File: src/rtl/core/assert_macros.svh
`ifndef ASSERT_MACROS_SVH
`define ASSERT_MACROS_SVH

// Same-cycle implication, disabled during reset.
`define ASSERT_IMPLIES(label, clk, rst, ante, cons, msg) \
   label: assert property (@(posedge clk) disable iff (rst) (ante) |-> (cons)) \
      else $error(msg);

// Next-cycle implication, disabled during reset.
`define ASSERT_NEXT(label, clk, rst, ante, cons, msg) \
   label: assert property (@(posedge clk) disable iff (rst) (ante) |=> (cons)) \
      else $error(msg);

`endif

File: src/rtl/core/srfc_pkg.sv
// ----------------------------------------------------------------------------
// srfc_pkg
// Shared types, constants and the CRC-16 byte update of the response checker.
// ----------------------------------------------------------------------------
`default_nettype none

package srfc_pkg;

   localparam int DEF_MAX_PAYLOAD = 8;

   localparam logic [7:0]  FUNC_READ = 8'h03;
   localparam logic [15:0] CRC_INIT  = 16'hFFFF;
   localparam logic [15:0] CRC_POLY  = 16'hA001;

   localparam int READING_W = 17;
   localparam int CFG_LEN_W = 4;
   localparam int CFG_MODE_W = 2;
   localparam int CSR_IDX_W = 2;
   localparam int CSR_DATA_W = 4;

   localparam logic [CSR_IDX_W-1:0] CSR_PAYLOAD_LENGTH = 2'd0;
   localparam logic [CSR_IDX_W-1:0] CSR_DECODE_MODE    = 2'd1;

   localparam logic [CFG_MODE_W-1:0] MODE_HUMIDITY    = 2'd1;
   localparam logic [CFG_MODE_W-1:0] MODE_TEMPERATURE = 2'd2;

   typedef enum logic [1:0] {
      ST_OK  = 2'd0,
      ST_HDR = 2'd1,
      ST_CRC = 2'd2
   } status_type;

   // frame-end report from the parser to the output buffer
   typedef struct packed {
      logic                        done;
      logic                        at_end;
      status_type                  status;
      logic signed [READING_W-1:0] reading;
   } srfc_done_type;

   function automatic logic [15:0] crc_byte(input logic [15:0] crc_i,
                                            input logic [7:0]  data_i);
      logic [15:0] c;
      c = crc_i ^ {8'h00, data_i};
      for (int k = 0; k < 8; k++) begin
         if (c[0]) begin
            c = (c >> 1) ^ CRC_POLY;
         end else begin
            c = c >> 1;
         end
      end
      return c;
   endfunction

endpackage

`default_nettype wire

File: src/rtl/core/srfc_parser.sv
// ----------------------------------------------------------------------------
// srfc_parser
// Byte-wise frame tracker: header check, CRC-16 update, payload capture and
// the frame-end verdict with the decoded reading.
// ----------------------------------------------------------------------------
`default_nettype none

module srfc_parser
   import srfc_pkg::*;
#(
   parameter int MAX_PAYLOAD = DEF_MAX_PAYLOAD,
   localparam int LEN_W = $clog2(MAX_PAYLOAD + 1),
   localparam int POS_W = $clog2(MAX_PAYLOAD + 4),
   localparam int IDX_W = $clog2(MAX_PAYLOAD)
) (
   input  wire                    clock,
   input  wire                    reset,
   input  wire                    accept,
   input  wire  [7:0]             rx_byte,
   input  wire                    frame_start,
   input  wire  [CFG_LEN_W-1:0]   payload_length,
   input  wire  [CFG_MODE_W-1:0]  decode_mode,
   output logic [LEN_W-1:0]       eff_len,
   output logic [7:0]             store [MAX_PAYLOAD],
   output srfc_done_type          report
);

   logic [POS_W-1:0] pos_ff, pos_in;
   logic [15:0]      crc_ff, crc_in;
   logic             hg_ff, hg_in;
   logic [7:0]       crclo_ff, crclo_in;
   logic [7:0]       store_ff [MAX_PAYLOAD];

   logic [POS_W-1:0] pos;
   logic [15:0]      crc;
   logic             hg;
   logic [7:0]       crclo;
   logic [POS_W-1:0] len_p;
   logic             in_data;
   logic             in_crclo;
   logic             wr_en;
   logic [IDX_W-1:0] wr_idx;
   logic [15:0]      raw;
   logic signed [READING_W-1:0] mag;

   // 0 acts as 1, anything above the store depth acts as the depth
   always_comb begin
      if (payload_length == '0) begin
         eff_len = LEN_W'(1);
      end else if (32'(payload_length) > 32'(MAX_PAYLOAD)) begin
         eff_len = LEN_W'(MAX_PAYLOAD);
      end else begin
         eff_len = LEN_W'(payload_length);
      end
   end

   assign len_p = POS_W'(eff_len);

   always_comb begin
      pos   = frame_start ? '0 : pos_ff;
      crc   = frame_start ? CRC_INIT : crc_ff;
      hg    = frame_start ? 1'b1 : hg_ff;
      crclo = frame_start ? 8'h00 : crclo_ff;

      in_data  = pos < (len_p + POS_W'(2));
      in_crclo = pos == (len_p + POS_W'(2));
      wr_idx   = IDX_W'(pos - POS_W'(2));
      wr_en    = accept && in_data && (pos >= POS_W'(2));

      pos_in   = pos_ff;
      crc_in   = crc_ff;
      hg_in    = hg_ff;
      crclo_in = crclo_ff;
      report   = '0;
      report.at_end = pos_ff >= (len_p + POS_W'(3));

      raw = {store_ff[0], store_ff[1]};
      mag = READING_W'(raw[14:0]);

      if (accept) begin
         if (in_data) begin
            crc_in = crc_byte(crc, rx_byte);
            hg_in  = hg;
            if (pos == '0 && rx_byte != FUNC_READ) begin
               hg_in = 1'b0;
            end
            if (pos == POS_W'(1) && rx_byte != 8'(eff_len)) begin
               hg_in = 1'b0;
            end
            pos_in   = pos + POS_W'(1);
            crclo_in = crclo;
         end else if (in_crclo) begin
            crc_in   = crc;
            hg_in    = hg;
            crclo_in = rx_byte;
            pos_in   = pos + POS_W'(1);
         end else begin
            report.done = 1'b1;
            if (!hg) begin
               report.status = ST_HDR;
            end else if ({rx_byte, crclo} != crc) begin
               report.status = ST_CRC;
            end else begin
               report.status = ST_OK;
               if (eff_len >= LEN_W'(2)) begin
                  if (decode_mode == MODE_HUMIDITY) begin
                     report.reading = READING_W'(raw);
                  end else if (decode_mode == MODE_TEMPERATURE) begin
                     report.reading = raw[15] ? -mag : READING_W'(raw);
                  end
               end
            end
            pos_in   = '0;
            crc_in   = CRC_INIT;
            hg_in    = 1'b1;
            crclo_in = 8'h00;
         end
      end
   end

   always_ff @(posedge clock) begin
      if (reset) begin
         pos_ff   <= '0;
         crc_ff   <= CRC_INIT;
         hg_ff    <= 1'b1;
         crclo_ff <= 8'h00;
      end else begin
         pos_ff   <= pos_in;
         crc_ff   <= crc_in;
         hg_ff    <= hg_in;
         crclo_ff <= crclo_in;
      end
   end

   always_ff @(posedge clock) begin
      if (wr_en) begin
         store_ff[wr_idx] <= rx_byte;
      end
   end

   assign store = store_ff;

endmodule

`default_nettype wire

File: src/rtl/core/sensor_response_frame_checker_core.sv
// ----------------------------------------------------------------------------
// sensor_response_frame_checker_core
// Latency: results of a frame appear the cycle after its last CRC byte.
// Throughput: one byte per cycle; results drain at one item per cycle from the
// output buffer while rsp_tready is high. A frame end stalls input only while the
// previous frame's results are still draining. Reset is synchronous and active high.
// ----------------------------------------------------------------------------
`default_nettype none

`include "assert_macros.svh"

module sensor_response_frame_checker_core
   import srfc_pkg::*;
#(
   parameter int MAX_PAYLOAD = DEF_MAX_PAYLOAD
) (
   input  wire                    clock,
   input  wire                    reset,
   // stream in
   input  wire                    req_tvalid,
   output logic                   req_tready,
   input  wire  [7:0]             req_tdata,   // [7:0] rx_byte
   input  wire                    req_tuser,   // [0] frame_start
   // stream out
   output logic                   rsp_tvalid,
   input  wire                    rsp_tready,
   output logic [31:0]            rsp_tdata,   // [7:0] payload_byte, [9:8] status,
                                               // [26:10] reading, [31:27] zero
   output logic                   rsp_tlast,   // last
   // register writes
   input  wire                    csr_valid,
   output logic                   csr_ready,
   input  wire  [CSR_IDX_W-1:0]   csr_index,
   input  wire  [CSR_DATA_W-1:0]  csr_data
);

   localparam int LEN_W = $clog2(MAX_PAYLOAD + 1);
   localparam int IDX_W = $clog2(MAX_PAYLOAD);

   logic [CFG_LEN_W-1:0]  len_cfg_ff;
   logic [CFG_MODE_W-1:0] mode_cfg_ff;

   logic                  accept;
   logic [LEN_W-1:0]      eff_len;
   logic [7:0]            store [MAX_PAYLOAD];
   srfc_done_type         report;

   logic [7:0]            buf_ff [MAX_PAYLOAD];
   logic                  busy_ff, busy_in;
   logic [IDX_W-1:0]      idx_ff, idx_in;
   logic [LEN_W-1:0]      cnt_ff;
   status_type            status_ff;
   logic signed [READING_W-1:0] reading_ff;

   logic                  is_last;
   logic                  rsp_xfer;

   // ---- configuration
   assign csr_ready = 1'b1;

   always_ff @(posedge clock) begin
      if (reset) begin
         len_cfg_ff  <= CFG_LEN_W'(2);
         mode_cfg_ff <= '0;
      end else if (csr_valid) begin
         if (csr_index == CSR_PAYLOAD_LENGTH) begin
            len_cfg_ff <= csr_data[CFG_LEN_W-1:0];
         end else if (csr_index == CSR_DECODE_MODE) begin
            mode_cfg_ff <= csr_data[CFG_MODE_W-1:0];
         end
      end
   end

   // ---- parser
   assign req_tready = !(busy_ff && report.at_end);
   assign accept     = req_tvalid && req_tready;

   srfc_parser #(
      .MAX_PAYLOAD (MAX_PAYLOAD)
   ) u_parser (
      .clock          (clock),
      .reset          (reset),
      .accept         (accept),
      .rx_byte        (req_tdata),
      .frame_start    (req_tuser),
      .payload_length (len_cfg_ff),
      .decode_mode    (mode_cfg_ff),
      .eff_len        (eff_len),
      .store          (store),
      .report         (report)
   );

   // ---- output buffer
   assign is_last  = (LEN_W'(idx_ff) + LEN_W'(1)) == cnt_ff;
   assign rsp_xfer = rsp_tvalid && rsp_tready;

   always_comb begin
      busy_in = busy_ff;
      idx_in  = idx_ff;
      if (report.done) begin
         busy_in = 1'b1;
         idx_in  = '0;
      end else if (rsp_xfer) begin
         if (is_last) begin
            busy_in = 1'b0;
         end else begin
            idx_in = idx_ff + IDX_W'(1);
         end
      end
   end

   always_ff @(posedge clock) begin
      if (reset) begin
         busy_ff <= 1'b0;
         idx_ff  <= '0;
      end else begin
         busy_ff <= busy_in;
         idx_ff  <= idx_in;
      end
   end

   always_ff @(posedge clock) begin
      if (report.done) begin
         buf_ff     <= store;
         cnt_ff     <= (report.status == ST_OK) ? eff_len : LEN_W'(1);
         status_ff  <= report.status;
         reading_ff <= report.reading;
      end
   end

   assign rsp_tvalid = busy_ff;
   assign rsp_tlast  = is_last;

   always_comb begin
      rsp_tdata        = '0;
      rsp_tdata[7:0]   = (status_ff == ST_OK) ? buf_ff[idx_ff] : 8'h00;
      rsp_tdata[9:8]   = status_ff;
      rsp_tdata[26:10] = is_last ? reading_ff : '0;
   end

   // ---- checks
   `ASSERT_IMPLIES(a_no_load_busy, clock, reset, busy_ff, !report.done,
                   "frame end while results still pending")
   `ASSERT_IMPLIES(a_idx_range, clock, reset, busy_ff, LEN_W'(idx_ff) < cnt_ff,
                   "drain index past item count")
   `ASSERT_IMPLIES(a_err_single, clock, reset, busy_ff && status_ff != ST_OK,
                   cnt_ff == LEN_W'(1), "error frame with more than one item")
   `ASSERT_NEXT(a_drain_cont, clock, reset, rsp_xfer && !rsp_tlast, busy_ff,
                "drain stopped before last item")

endmodule

`default_nettype wire

File: config.mk
export PLATFORM = sky130hd
export DESIGN_NAME = sensor_response_frame_checker_core
export DESIGN_NICKNAME = d
export VERILOG_FILES = /design/src/rtl/core/srfc_pkg.sv /design/src/rtl/core/srfc_parser.sv /design/src/rtl/core/sensor_response_frame_checker_core.sv
export VERILOG_INCLUDE_DIRS = /design/src /design/src/rtl/core
export SDC_FILE = /design/constraint.sdc
export NUM_CORES = 1
export LEC_CHECK = 0
export BUFFER_PORTS_ARGS = -buffer_cell sky130_fd_sc_hd__buf_2
export CORE_MARGIN = 2
export CORE_UTILIZATION = 63
export CTS_BUF_LIST = sky130_fd_sc_hd__clkbuf_4
export CTS_CLUSTER_DIAMETER = 200
export DETAILED_ROUTE_END_ITERATION = 8
export GPL_ROUTABILITY_DRIVEN = 0
export PLACE_DENSITY = 0.92
export SYNTH_ARGS = -nofsm -noshare
export SYNTH_HDL_FRONTEND = slang
export SYNTH_SLANG_ARGS = --single-unit
File: constraint.sdc
create_clock -name clock -period 5.4 [get_ports clock]
set_input_delay 0 -clock clock [delete_from_list [all_inputs] [get_ports clock]]
set_output_delay 0 -clock clock [all_outputs]
set_load 0.03 [all_outputs]
==> flow_metrics.py <==
metrics = {
    "placed_design": {
        "dp_cells": 824,
        "place_hpwl_mm": 12.1,
        "io_buffer_count": 49,
        "place_ws_ns": 1.41,
    },
    "worst_hold_path": {
        "min_path_type": "in -> reg",
    },
    "sta": {
        "rsz0062_at_grt": "false",
        "setup_viol": 0,
        "tightest_slew_ns": 1.04,
        "fin_skew_ns": 0.0159,
        "fmax_ghz": 0.256,
        "fin_setup_tns_ns": 0,
        "maxSlewViolCount": 0,
        "hold_viol": 0,
        "fin_crit_sh_pct": 72.3,
        "max_slew_margin_pct": 30.0,
        "final.min_clock_period_ns": 3.91,
        "hold_slack_ns": 0.0985,
        "fin_ws_ns": 1.49,
    },
    "route": {
        "avgViaCountPerCell": 6.11,
        "wl_per_cell_um": 20.4,
        "drc": 0,
        "firstDrtPassIters": 7,
        "ant_nets": 0,
        "drt_wl_total_mm": 18.1,
        "drt_iter0_drc": 500,
        "vias": 5422,
    },
    "yosys": {
        "ys_seq_area_share_pct": 62.5,
        "yosysWarnings": 0,
        "synth.avg_cell_area_sq_um": 13.7,
        "synth-async-reset-ratio_pct": 0,
        "synth-seq-cells": 190,
        "synth_cell_types": 62,
        "synthCells": 622,
        "synth_edf_count": 151,
        "netlist_area_sq_mm": 0.00851,
        "ys.flop_type": "edfxtp_1",
    },
    "clock_tree": {
        "cts_resized": 0,
        "clk_pin_slew_worst_paths_ns": 0.15,
        "clk_path_buf_depth": 2,
        "cts_buffers": 17,
        "cts-root-buf": "clkbuf_4",
        "clkSinkCount": 190,
        "h-tree-depth": 4,
        "insertion_delay_ns": 0.60,
        "postCtsSetupBuffers": 0,
        "cts_tree": "yes",
    },
    "critical_path": {
        "critical_path.max_stage_delay_ns": 0.89,
        "crit_fanout": 8,
        "slowest_stage": "a211oi_1",
        "path_cells": "nor2_1, nor2_1, or2_2, ha_1, ha_1, a21o_1, a21o_1, a21o_1, a211oi_1, a22oi_1, nor2_1, dlygate4sd3_1",
        "path_buf_inv": 1,
        "crit_type": "reg -> reg",
        "r2r_setup_slack_ns": 1.49,
        "endpoint_kind": "register",
        "cp.required_ns": 5.95,
        "arrival_ns": 4.45,
        "critical_path.top_delay_family": "compound AO/OA/AOI/OAI gates",
        "cp-start-kind": "register",
    },
    "die": {
        "rows": 42,
        "start_util_pct": 64.5,
        "io_pins": 56,
        "die_area_sq_mm": 0.0144,
        "coreArea_sq_mm": 0.0132,
        "die_width_um": 120,
        "chipHeight_um": 120,
    },
    "layout": {
        "n_fill_cell": 807,
        "final_cells": 887,
        "final_layout_size_suffix_gt1_share_pct": 17.7,
        "fin_nets": 736,
        "layout_common_cells": "edfxtp_1 (151), nor2_1 (50), buf_2 (49)",
        "fin_util_pct": 71.8,
        "layout_commonest_cell": "edfxtp_1",
        "syn_to_final_growth_pct": 11.4,
    },
    "global_route": {
        "antenna_found_initial": 0,
        "grt_usage_pct": 26.2,
        "grt_pass1_vias": 5339,
        "grt_max_degree": 67,
        "overflow": 0,
        "grt_pass1_wl_mm": 28.2,
    },
    "power_and_ir_drop": {
        "p_leak_nw": 3.24,
        "p_per_area_mw_per_mm2": 288,
        "vdd_drop_max_mv": 0.143,
    },
    "flow_run": {
        "cap_violations": 0,
    },
    "outcome": {
        "status": "completed",
    },
}
[where the power goes]
part / switching, W / total (W) / internal (W) / leakage [nW]
registers: 0.0000348 / 0.00165 / 0.00162 / 1.66
clock network: 0.000485 / 0.000766 / 0.000281 / 0.143
logic: 0.000175 / 0.000310 / 0.000135 / 1.44
[cell families after synthesis]
family | Yosys count | share of synthesized area (%)
AO/OA/AOI/OAI | 87 | 7.12
flip-flops | 190 | 62.5
AND/OR/NAND/NOR | 179 | 11.5
adder cells (fa/ha/maj) | 18 | 2.65
other | 2 | 0.0883
buffers and inverters | 51 | 3.09
multiplexers | 30 | 5.88
XOR/XNOR | 65 | 7.18
[Yosys cell counts (all sizes together) (9+ instances only)]
master	number	area share, %
edfxtp	151	53
nor2	50	2.2
xnor2	40	4.1
dfxtp	39	9.2
nand2b	24	1.8
nor3	22	1.8
xor2	22	2.3
and2	20	1.5
buf	19	1.7
clkbuf	19	0.84
nand2	19	0.84
ha	18	2.6
a21oi	16	0.99
mux4	16	4.2
o21ai	16	0.94
mux2i	14	1.6
inv	13	0.57
nor4	11	0.88
a22oi	9	0.79
[through the flow]
step	total power [W]	area [sq um]
6_report	0.00273	9470
4_1_cts	0.00273	9460
3_3_place_gp	0.00195	8870
3_5_place_dp	0.00197	8870
5_1_grt	0.00281	9470
2_1_floorplan	0.00190	8520
[state kept, by name, summed over array words and instances (netlist names)]
name / count
buf_ff: 64
u_parser.store: 64
reading_ff: 17
u_parser.crc_ff: 16
u_parser.crclo_ff: 8
cnt_ff: 4
len_cfg_ff: 4
u_parser.pos_ff: 4
idx_ff: 3
mode_cfg_ff: 2
status_ff: 2
rsp_tvalid: 1
u_parser.hg_ff: 1
[final timing paths]
path | from | endpoint | cells after the start
worst max-delay path | len_cfg_ff[2] | u_parser.crclo_ff[2] | 12
worst min-delay path | req_tuser | u_parser.hg_ff | 3
worst max register to register | len_cfg_ff[2] | u_parser.crclo_ff[2] | 12
worst min register to register | u_parser.store[25] | buf_ff[25] | 0
[what timing repair did]
action	4_1_cts	5_1_grt
setup endpoints to repair	0	0
hold buffers	31	0
hold endpoints to repair	103	0
[tightest hold or removal path: cells and delay by family]
| kind | cells | cell delay [ns] |
|---|---|---|
| compound gates | 2 | 0.34 |
| buf+inv | 1 | 0.31 |
[layout make-up]
cell class	count	area [sq um]	share of cell area (%)
Multi-Input combinational cell	385	2950	31.1
Antenna cell	1	2.50	0.0264
Clock inverter	14	159	1.68
Sequential cell	190	5320	56.1
Clock buffer	17	128	1.35
Inverter	13	48.8	0.515
Tap cell	176	220	2.32
Timing Repair Buffer	91	651	6.87
[routing by layer]
layer	share of wire (%)	GRT usage, %
met5	0	0
met4	2.7	11.6
met3	6.5	4.20
met2	52	44.6
met1	39	33.5
Power figures use the tool's default switching activity.
